--- src/design/mebe_pkg.sv ---
// shared types, sizes and register codes of the misfire emission block evaluator
package mebe_pkg;

    localparam int CYLINDERS = 4;
    localparam int LANES     = 4;
    localparam int FITTED    = (CYLINDERS > LANES) ? LANES : CYLINDERS;

    localparam int CNT_W     = 16;
    localparam int SUM_W     = CNT_W + $clog2(LANES);
    localparam int PROD_W    = 2 * CNT_W;
    localparam int RATE_W    = 8;
    localparam int PERMIL_W  = 10;
    localparam int CFG_IDX_W = 2;

    // one quotient bit per divider stage
    localparam int DIV_STEPS = RATE_W;
    // accept to result strobe, in cycles
    localparam int LAT       = 4 + DIV_STEPS;
    // flag registers from the blame merge to the output
    localparam int FLAG_DLY  = LAT - 4;

    localparam logic [CNT_W-1:0]     SUM_MAX        = '1;
    localparam logic [RATE_W-1:0]    RATE_MAX       = '1;
    localparam logic [CNT_W-1:0]     MIN_SUM_RST    = 16'd0;
    localparam logic [CNT_W-1:0]     SHARE_RST      = 16'd32768;
    localparam logic [CNT_W-1:0]     FIRINGS_RST    = 16'd2000;

    localparam logic [CFG_IDX_W-1:0] CFG_MIN_SUM    = 2'd0;
    localparam logic [CFG_IDX_W-1:0] CFG_SHARE      = 2'd1;
    localparam logic [CFG_IDX_W-1:0] CFG_FIRINGS    = 2'd2;

    typedef logic [CNT_W-1:0] t_count;

    // control from the merge stage to every lane
    typedef struct packed {
        logic              fault;
        logic [PROD_W-1:0] prod;
    } t_lane_ctl;

    typedef struct packed {
        logic [CNT_W-1:0] sum;
        logic             fault;
        logic [LANES-1:0] blame;
        logic             none;
    } t_flags;

    typedef struct packed {
        logic [CNT_W-1:0]  rem;
        logic [RATE_W-1:0] quo;
        logic              sat;
    } t_div;

endpackage

--- src/design/mebe_lane.sv ---
// one cylinder lane: cut masking and the share test against the scaled sum
module mebe_lane
    import mebe_pkg::*;
(
    input  logic      i_clk,
    input  t_count    i_count,
    input  logic      i_cut,
    input  logic      i_fitted,
    input  t_lane_ctl i_ctl,
    output t_count    o_count,
    output logic      o_blame
);

    t_count r_cnt_s1;
    t_count r_cnt_s2;
    t_count r_cnt_s3;
    logic   r_blame;
    logic   n_blame;

    always_comb begin
        n_blame = i_ctl.fault && i_fitted && ({r_cnt_s3, {CNT_W{1'b0}}} >= i_ctl.prod);
    end

    always_ff @(posedge i_clk) begin
        r_cnt_s1 <= (i_fitted && !i_cut) ? i_count : '0;
        r_cnt_s2 <= r_cnt_s1;
        r_cnt_s3 <= r_cnt_s2;
        r_blame  <= n_blame;
    end

    assign o_count = r_cnt_s1;
    assign o_blame = r_blame;

endmodule

--- src/design/mebe_merge.sv ---
// merge stage: saturated sum, fault test, share product and blame summary
module mebe_merge
    import mebe_pkg::*;
(
    input  logic             i_clk,
    input  t_count           i_count [LANES],
    input  logic [LANES-1:0] i_blame,
    input  t_count           i_min_sum,
    input  t_count           i_share,
    output t_count           o_sum_s2,
    output t_lane_ctl        o_ctl,
    output t_flags           o_flags
);

    logic [SUM_W-1:0]  n_total;
    t_count            n_sum;
    t_count            r_sum_s2;
    logic              r_fault_s2;
    t_count            r_sum_s3;
    logic              r_fault_s3;
    logic [PROD_W-1:0] r_prod_s3;
    t_count            r_sum_s4;
    logic              r_fault_s4;
    t_flags            r_flags [FLAG_DLY];
    t_flags            n_flags;

    always_comb begin
        n_total = '0;
        for (int i = 0; i < LANES; i++) begin
            n_total = n_total + SUM_W'(i_count[i]);
        end
        n_sum = (n_total > SUM_W'(SUM_MAX)) ? SUM_MAX : n_total[CNT_W-1:0];
    end

    always_comb begin
        n_flags.sum   = r_sum_s4;
        n_flags.fault = r_fault_s4;
        n_flags.blame = i_blame;
        n_flags.none  = r_fault_s4 && (i_blame == '0);
    end

    always_ff @(posedge i_clk) begin
        r_sum_s2   <= n_sum;
        r_fault_s2 <= n_sum > i_min_sum;
        r_sum_s3   <= r_sum_s2;
        r_fault_s3 <= r_fault_s2;
        r_prod_s3  <= PROD_W'(i_share) * PROD_W'(r_sum_s2);
        r_sum_s4   <= r_sum_s3;
        r_fault_s4 <= r_fault_s3;
        r_flags[0] <= n_flags;
        for (int k = 1; k < FLAG_DLY; k++) begin
            r_flags[k] <= r_flags[k-1];
        end
    end

    assign o_sum_s2   = r_sum_s2;
    assign o_ctl.fault = r_fault_s3;
    assign o_ctl.prod  = r_prod_s3;
    assign o_flags    = r_flags[FLAG_DLY-1];

endmodule

--- src/design/mebe_rate.sv ---
// pipelined restoring divider for the misfire rate, then the per-mille scaling
module mebe_rate
    import mebe_pkg::*;
(
    input  logic                i_clk,
    input  t_count              i_sum,
    input  t_count              i_firings,
    output logic [RATE_W-1:0]   o_rate,
    output logic [PERMIL_W-1:0] o_permille
);

    localparam int PM_W = RATE_W + PERMIL_W;

    t_div                r_div [DIV_STEPS+1];
    logic [RATE_W-1:0]   n_rate;
    logic [PM_W-1:0]     n_pm;
    logic [RATE_W-1:0]   r_rate;
    logic [PERMIL_W-1:0] r_permille;

    // quotient of sum*256 reaches 256 exactly when sum >= firings, zero firings included
    always_ff @(posedge i_clk) begin
        r_div[0].rem <= i_sum;
        r_div[0].quo <= '0;
        r_div[0].sat <= i_sum >= i_firings;
    end

    for (genvar k = 0; k < DIV_STEPS; k++) begin : g_step
        logic [CNT_W:0] rem2;
        logic           ge;

        always_comb begin
            rem2 = {r_div[k].rem, 1'b0};
            ge   = rem2 >= {1'b0, i_firings};
        end

        always_ff @(posedge i_clk) begin
            r_div[k+1].rem <= ge ? CNT_W'(rem2 - {1'b0, i_firings}) : rem2[CNT_W-1:0];
            r_div[k+1].quo <= {r_div[k].quo[RATE_W-2:0], ge};
            r_div[k+1].sat <= r_div[k].sat;
        end
    end

    always_comb begin
        n_rate = r_div[DIV_STEPS].sat ? RATE_MAX : r_div[DIV_STEPS].quo;
        n_pm   = PM_W'(n_rate) * PM_W'(1000) + PM_W'(128);
    end

    always_ff @(posedge i_clk) begin
        r_rate     <= n_rate;
        r_permille <= n_pm[PM_W-1:RATE_W];
    end

    assign o_rate     = r_rate;
    assign o_permille = r_permille;

endmodule

--- src/design/misfire_emission_block_evaluator.sv ---
// top level of the misfire emission block evaluator
//
// channel   | signals                                      | direction | handshake
// ----------+----------------------------------------------+-----------+-------------------
// item in   | i_count_cyl0..3, i_cut_mask                  | in        | i_start, o_busy
// result    | o_misfire_sum, o_fault_detected, o_blame_*,  | out       | o_done strobe
//           | o_misfire_rate, o_rate_permille              |           |
// config    | i_cfg_idx, i_cfg_data                        | in        | i_cfg_we
//
// one item per cycle; the misfire rate of each result is formed by the
// 8-stage restoring divider, one bit per stage
// o_busy stays low, so an item can be started in every cycle
// synchronous active-low reset clears the strobe pipeline and loads register defaults
// results are shown for one cycle and cannot be stalled
module misfire_emission_block_evaluator
    import mebe_pkg::*;
(
    input  logic                 i_clk,
    input  logic                 i_rst_n,
    input  logic                 i_start,
    output logic                 o_busy,
    input  logic [CNT_W-1:0]     i_count_cyl0,
    input  logic [CNT_W-1:0]     i_count_cyl1,
    input  logic [CNT_W-1:0]     i_count_cyl2,
    input  logic [CNT_W-1:0]     i_count_cyl3,
    input  logic [LANES-1:0]     i_cut_mask,
    input  logic                 i_cfg_we,
    input  logic [CFG_IDX_W-1:0] i_cfg_idx,
    input  logic [CNT_W-1:0]     i_cfg_data,
    output logic                 o_done,
    output logic [CNT_W-1:0]     o_misfire_sum,
    output logic                 o_fault_detected,
    output logic                 o_blame_cyl0,
    output logic                 o_blame_cyl1,
    output logic                 o_blame_cyl2,
    output logic                 o_blame_cyl3,
    output logic                 o_blame_none,
    output logic [RATE_W-1:0]    o_misfire_rate,
    output logic [PERMIL_W-1:0]  o_rate_permille
);

    t_count           r_min_sum;
    t_count           r_share;
    t_count           r_firings;
    logic [LAT-1:0]   r_vld;
    logic             accept;

    t_count           in_count   [LANES];
    t_count           lane_count [LANES];
    logic [LANES-1:0] lane_blame;
    t_lane_ctl        lane_ctl;
    t_count           sum_s2;
    t_flags           flags;

    assign o_busy = 1'b0;
    assign accept = i_start && !o_busy;

    always_ff @(posedge i_clk) begin
        if (!i_rst_n) begin
            r_min_sum <= MIN_SUM_RST;
            r_share   <= SHARE_RST;
            r_firings <= FIRINGS_RST;
        end else if (i_cfg_we) begin
            case (i_cfg_idx)
                CFG_MIN_SUM: r_min_sum <= i_cfg_data;
                CFG_SHARE:   r_share   <= i_cfg_data;
                CFG_FIRINGS: r_firings <= i_cfg_data;
                default: ;
            endcase
        end
    end

    always_ff @(posedge i_clk) begin
        if (!i_rst_n) begin
            r_vld <= '0;
        end else begin
            r_vld <= {r_vld[LAT-2:0], accept};
        end
    end

    assign in_count[0] = i_count_cyl0;
    assign in_count[1] = i_count_cyl1;
    assign in_count[2] = i_count_cyl2;
    assign in_count[3] = i_count_cyl3;

    for (genvar i = 0; i < LANES; i++) begin : g_lane
        mebe_lane u_lane (
            .i_clk    (i_clk),
            .i_count  (in_count[i]),
            .i_cut    (i_cut_mask[i]),
            .i_fitted (i < FITTED),
            .i_ctl    (lane_ctl),
            .o_count  (lane_count[i]),
            .o_blame  (lane_blame[i])
        );
    end

    mebe_merge u_merge (
        .i_clk     (i_clk),
        .i_count   (lane_count),
        .i_blame   (lane_blame),
        .i_min_sum (r_min_sum),
        .i_share   (r_share),
        .o_sum_s2  (sum_s2),
        .o_ctl     (lane_ctl),
        .o_flags   (flags)
    );

    mebe_rate u_rate (
        .i_clk      (i_clk),
        .i_sum      (sum_s2),
        .i_firings  (r_firings),
        .o_rate     (o_misfire_rate),
        .o_permille (o_rate_permille)
    );

    assign o_done           = r_vld[LAT-1];
    assign o_misfire_sum    = flags.sum;
    assign o_fault_detected = flags.fault;
    assign o_blame_cyl0     = flags.blame[0];
    assign o_blame_cyl1     = flags.blame[1];
    assign o_blame_cyl2     = flags.blame[2];
    assign o_blame_cyl3     = flags.blame[3];
    assign o_blame_none     = flags.none;

    a_lat: assert property (@(posedge i_clk) disable iff (!i_rst_n)
        i_start && !o_busy |-> ##12 o_done)
        else $error("result strobe missing for a started item");

    a_no_fault: assert property (@(posedge i_clk) disable iff (!i_rst_n)
        o_done && !o_fault_detected |-> !(o_blame_cyl0 || o_blame_cyl1 ||
                                          o_blame_cyl2 || o_blame_cyl3 || o_blame_none))
        else $error("blame flags set without a fault");

    a_none_excl: assert property (@(posedge i_clk) disable iff (!i_rst_n)
        o_done && o_blame_none |-> !(o_blame_cyl0 || o_blame_cyl1 ||
                                     o_blame_cyl2 || o_blame_cyl3))
        else $error("no-cylinder flag together with a blamed cylinder");

    a_rate_sat: assert property (@(posedge i_clk) disable iff (!i_rst_n)
        o_done && (o_misfire_sum >= r_firings) |-> o_misfire_rate == RATE_MAX)
        else $error("misfire rate not saturated");

endmodule
--- config.mk ---
export PLATFORM = sky130hd
export DESIGN_NAME = misfire_emission_block_evaluator
export DESIGN_NICKNAME = d
export VERILOG_FILES = /design/src/design/mebe_pkg.sv /design/src/design/mebe_lane.sv /design/src/design/mebe_merge.sv /design/src/design/mebe_rate.sv /design/src/design/misfire_emission_block_evaluator.sv
export SDC_FILE = /design/constraint.sdc
export NUM_CORES = 2
export LEC_CHECK = 0
export BUFFER_PORTS_ARGS = -buffer_cell sky130_fd_sc_hd__buf_2
export CORE_MARGIN = 2
export CORE_UTILIZATION = 55
export CTS_BUF_LIST = sky130_fd_sc_hd__clkbuf_4 sky130_fd_sc_hd__clkbuf_8
export CTS_CLUSTER_SIZE = 16
export DETAILED_ROUTE_END_ITERATION = 10
export PLACE_DENSITY = 0.72
export SLEW_MARGIN = 5
export SYNTH_ARGS = -nofsm -noshare
export SYNTH_HDL_FRONTEND = slang
export SYNTH_HIERARCHICAL = 1
export SYNTH_SLANG_ARGS = --single-unit
--- constraint.sdc ---
create_clock -name i_clk -period 17.3 [get_ports i_clk]
set_input_delay 1.73 -clock i_clk [delete_from_list [all_inputs] [get_ports i_clk]]
set_output_delay 1.73 -clock i_clk [all_outputs]
set_load 0.02 [all_outputs]
==> results.yml <==
sta:
  worst_pin_slew_ns: 1.15
  final_max_slew_viol_count: 0
  grt_setup_unrepaired: "false"
  hold_viol: 0
  fmax_mhz: 155
  fin_crit_sh_pct: 37.3
  final-setup-viol-count: 0
  setup_slack_ns: 10.85
  fin_skew_ns: 0.0497
  tns_ns: 0
  maxSlewHeadroom_pct: 23.4
  period_needed_ns: 6.45
grt:
  antenna_found_initial: 8
  met2_usage_pct: 36.4
  use_met1_pct: 32.4
  grt_max_degree: 71
  grtUsageTotal_pct: 23.4
  grt.met3_usage_pct: 4.85
  grt.busiest_layer: "met2"
  grt_pass1_wl_um: 126000
  grt_pass1_vias: 24600
  grt_overflow: 0
setup_path:
  timing.rr.start: "u_merge/o_sum_s2[6]"
  cp_cell_sequence: "nand2_1 > fa_1 > inv_1 > fa_1 > inv_1 > fa_1 > fa_1 > inv_1 > fa_1 > fa_1 > ha_1 > and3_1 > a31o_2 > a2111oi_2 > nor2_1 > a31oi_1 > o311ai_0 > xor2_1"
  cp.arrival_ns: 7.02
  start_kind: "flip-flop"
  worst_path_largest_cell_delay_ns: 0.82
  worstSetupPathType: "flip-flop to flip-flop"
  r2r_cells: 18
  path_max_fanout: 19
  cp.required_ns: 17.87
  endpoint_kind: "flip-flop"
  slowest_stage: "dfxtp_1"
  crit_top_cell: "fa_1"
  crit_start: "u_merge/o_sum_s2[6]"
clock_network:
  post_cts_resized: 0
  tritoncts: "done"
  h-tree-depth: 3
  ctsHoldBuffers: 0
  cts.path.max_buffers: 3
  post_cts_buffers: 0
  cts_buffers: 110
  clock_latency_ns: 0.75
  clock-root-buffer: "clkbuf_8"
  clk_pin_slew_worst_paths_ns: 0.06
  cts_num_sinks: 706
logic_synthesis:
  synthDominantCellAreaShare_pct: 38.6
  syn_area_per_cell_um2: 10.2
  yosysMostFrequentCell: "dfxtp_1"
  netlist_instances: 3584
  synth_area_leaders: "dfxtp_1 39%, fa_1 14%, ha_1 13%, inv_1 4.9%, nand2_1 3.5%"
  netlist_area_um2: 36600
  dominantRegCellSynth: "dfxtp_1"
  synth-seq-area-share_pct: 38.6
  netlist-cell-type-count: 94
  yosys_warnings: 6
  async_flop_share_pct: 0
  synth-edff-count: 0
  synth_common_cells: "706 x dfxtp_1, 480 x inv_1, 382 x ha_1"
  ys_seq_elements: 706
  synth_top_area_cell: "dfxtp_1"
min_path:
  hold_depth: 0
  hp-start: "u_merge/r_flags[0][35]"
  hp-class: "flip-flop to flip-flop"
layout:
  final_util_pct: 61.5
  fin_area_um2: 40500
  drive_above_1_share_pct: 11.3
  nets: 4472
  fillCellCount: 5520
  syn_to_final_growth_pct: 10.5
floorplanning:
  die_h_um: 262
  die_w_um: 262
  coreArea_um2: 65900
  floorplan.initialDensity_pct: 55.6
  std_cell_rows: 94
  io_pins: 132
  dieArea_um2: 68700
drt:
  drc_errors: 0
  firstDrtPassIters: 6
  vias: 24900
  postRouteAntennaNets: 0
  wl_per_cell_um: 16.7
  first_iter_violations: 1563
  avgViaCountPerCell: 5.31
  drt_wl_total_um: 78300
placed_design:
  port_buffers: 130
  dp_slack_ns: 10.92
  dp_hpwl_um: 58800
  place_congestion: 0.899
  dpl_cell_area_um2: 37900
pwr:
  power_density_nw_per_um2: 180
  peakVddDrop_mv: 0.202
  p_leak_nw: 19.3
job:
  maxCapViolCount: 0
status:
  outcome: "complete, no violations"
[worst paths after layout]
kind                                               end  slack [ns]
worst max-delay path             u_merge/r_prod_s3[30]       10.85
worst min-delay path            u_merge/r_flags[0][57]        0.32
worst max register to register   u_merge/r_prod_s3[30]       10.85
worst min register to register  u_merge/r_flags[0][57]        0.32
[state kept, by name, summed over array words and instances, names as in the netlist, 32 cells and up]
signal	cells
u_rate/r_div	173
g_lane.u_lane/r_cnt_s2	64
u_merge/r_flags	176
g_lane.u_lane/r_cnt_s3	64
g_lane.u_lane/o_count	64
u_merge/r_prod_s3	32
[per-stage QoR]
step                hold slack (ns)  std cells  power, mW
finish                        0.318       4695       7.27
floorplan                     0.310       3591       5.00
detailed placement            0.312       4500       5.71
CTS                           0.321       4693       7.32
global placement              0.310       4500       5.65
global route                  0.319       4695       7.89
[where the power goes]
| group | internal (mW) | total [mW] | switching, mW |
|---|---|---|---|
| Sequential | 2.09 | 2.35 | 0.266 |
| Combinational | 1.52 | 3.35 | 1.83 |
| Clock | 0.924 | 1.57 | 0.647 |
| Total | 4.53 | 7.27 | 2.74 |
[worst max-delay path, delay by kind of cell (launching register included)]
family	cells	cell delay (ns)
flip-flops	1	0.82
AND/OR/NAND/NOR	3	0.51
buffers and inverters	3	0.17
XOR/XNOR	1	0.18
adder cells (fa/ha/maj)	7	3.44
AO/OA/AOI/OAI	4	1.16
[placed cells by master (no fill, tap or decap), drive strengths merged, types with 18 or more instances in the layout]
cell / synthesis / final
nand4: 32 / 32
and2: 187 / 187
nand2: 345 / 345
nand3: 43 / 43
nor2b: 36 / 36
nor2: 123 / 123
o21ai: 93 / 93
ha: 382 / 382
clkbuf: 51 / 162
a211oi: 23 / 23
mux2: 52 / 52
dfxtp: 706 / 706
o31ai: 18 / 18
fa: 252 / 252
a21o: 69 / 69
o21a: 27 / 27
nand2b: 22 / 22
a21oi: 162 / 162
xor2: 55 / 55
inv: 482 / 485
nor4: 21 / 21
nor3: 26 / 26
and3: 18 / 18
mux2i: 48 / 48
buf: 46 / 142
xnor2: 78 / 78
[final cells by class]
class	count	area [µm²]	area share (%)
multi-input cells	2306	20200	49.8
flip-flops and latches	706	14100	34.9
clock buffers	162	2090	5.15
inverters	482	1810	4.47
well taps	864	1080	2.67
repair buffers	142	741	1.83
clock inverters	31	463	1.14
diodes	2	5.00	0.0124
[routing by layer]
layer | vias up | wire [µm]
li1 | 12100 | -
met1 | 11900 | 35800
met2 | 718 | 35000
met3 | 149 | 5190
met4 | 4 | 2250
met5 | - | 25
[logic make-up (layout without fill, tap and decap cells)]
kind of cell / after synthesis / after routing / synth area share [%]
compound gates: 520 / 520 / 9.43
xor+xnor: 133 / 133 / 3.18
fa+ha+maj: 634 / 634 / 26.8
buf+inv: 579 / 817 / 6.48
flops: 706 / 706 / 38.6
mux: 100 / 100 / 2.99
other cells: 2 / 11 / 0.0205
simple gates: 910 / 910 / 12.5
(Power assumes the default switching activity.)
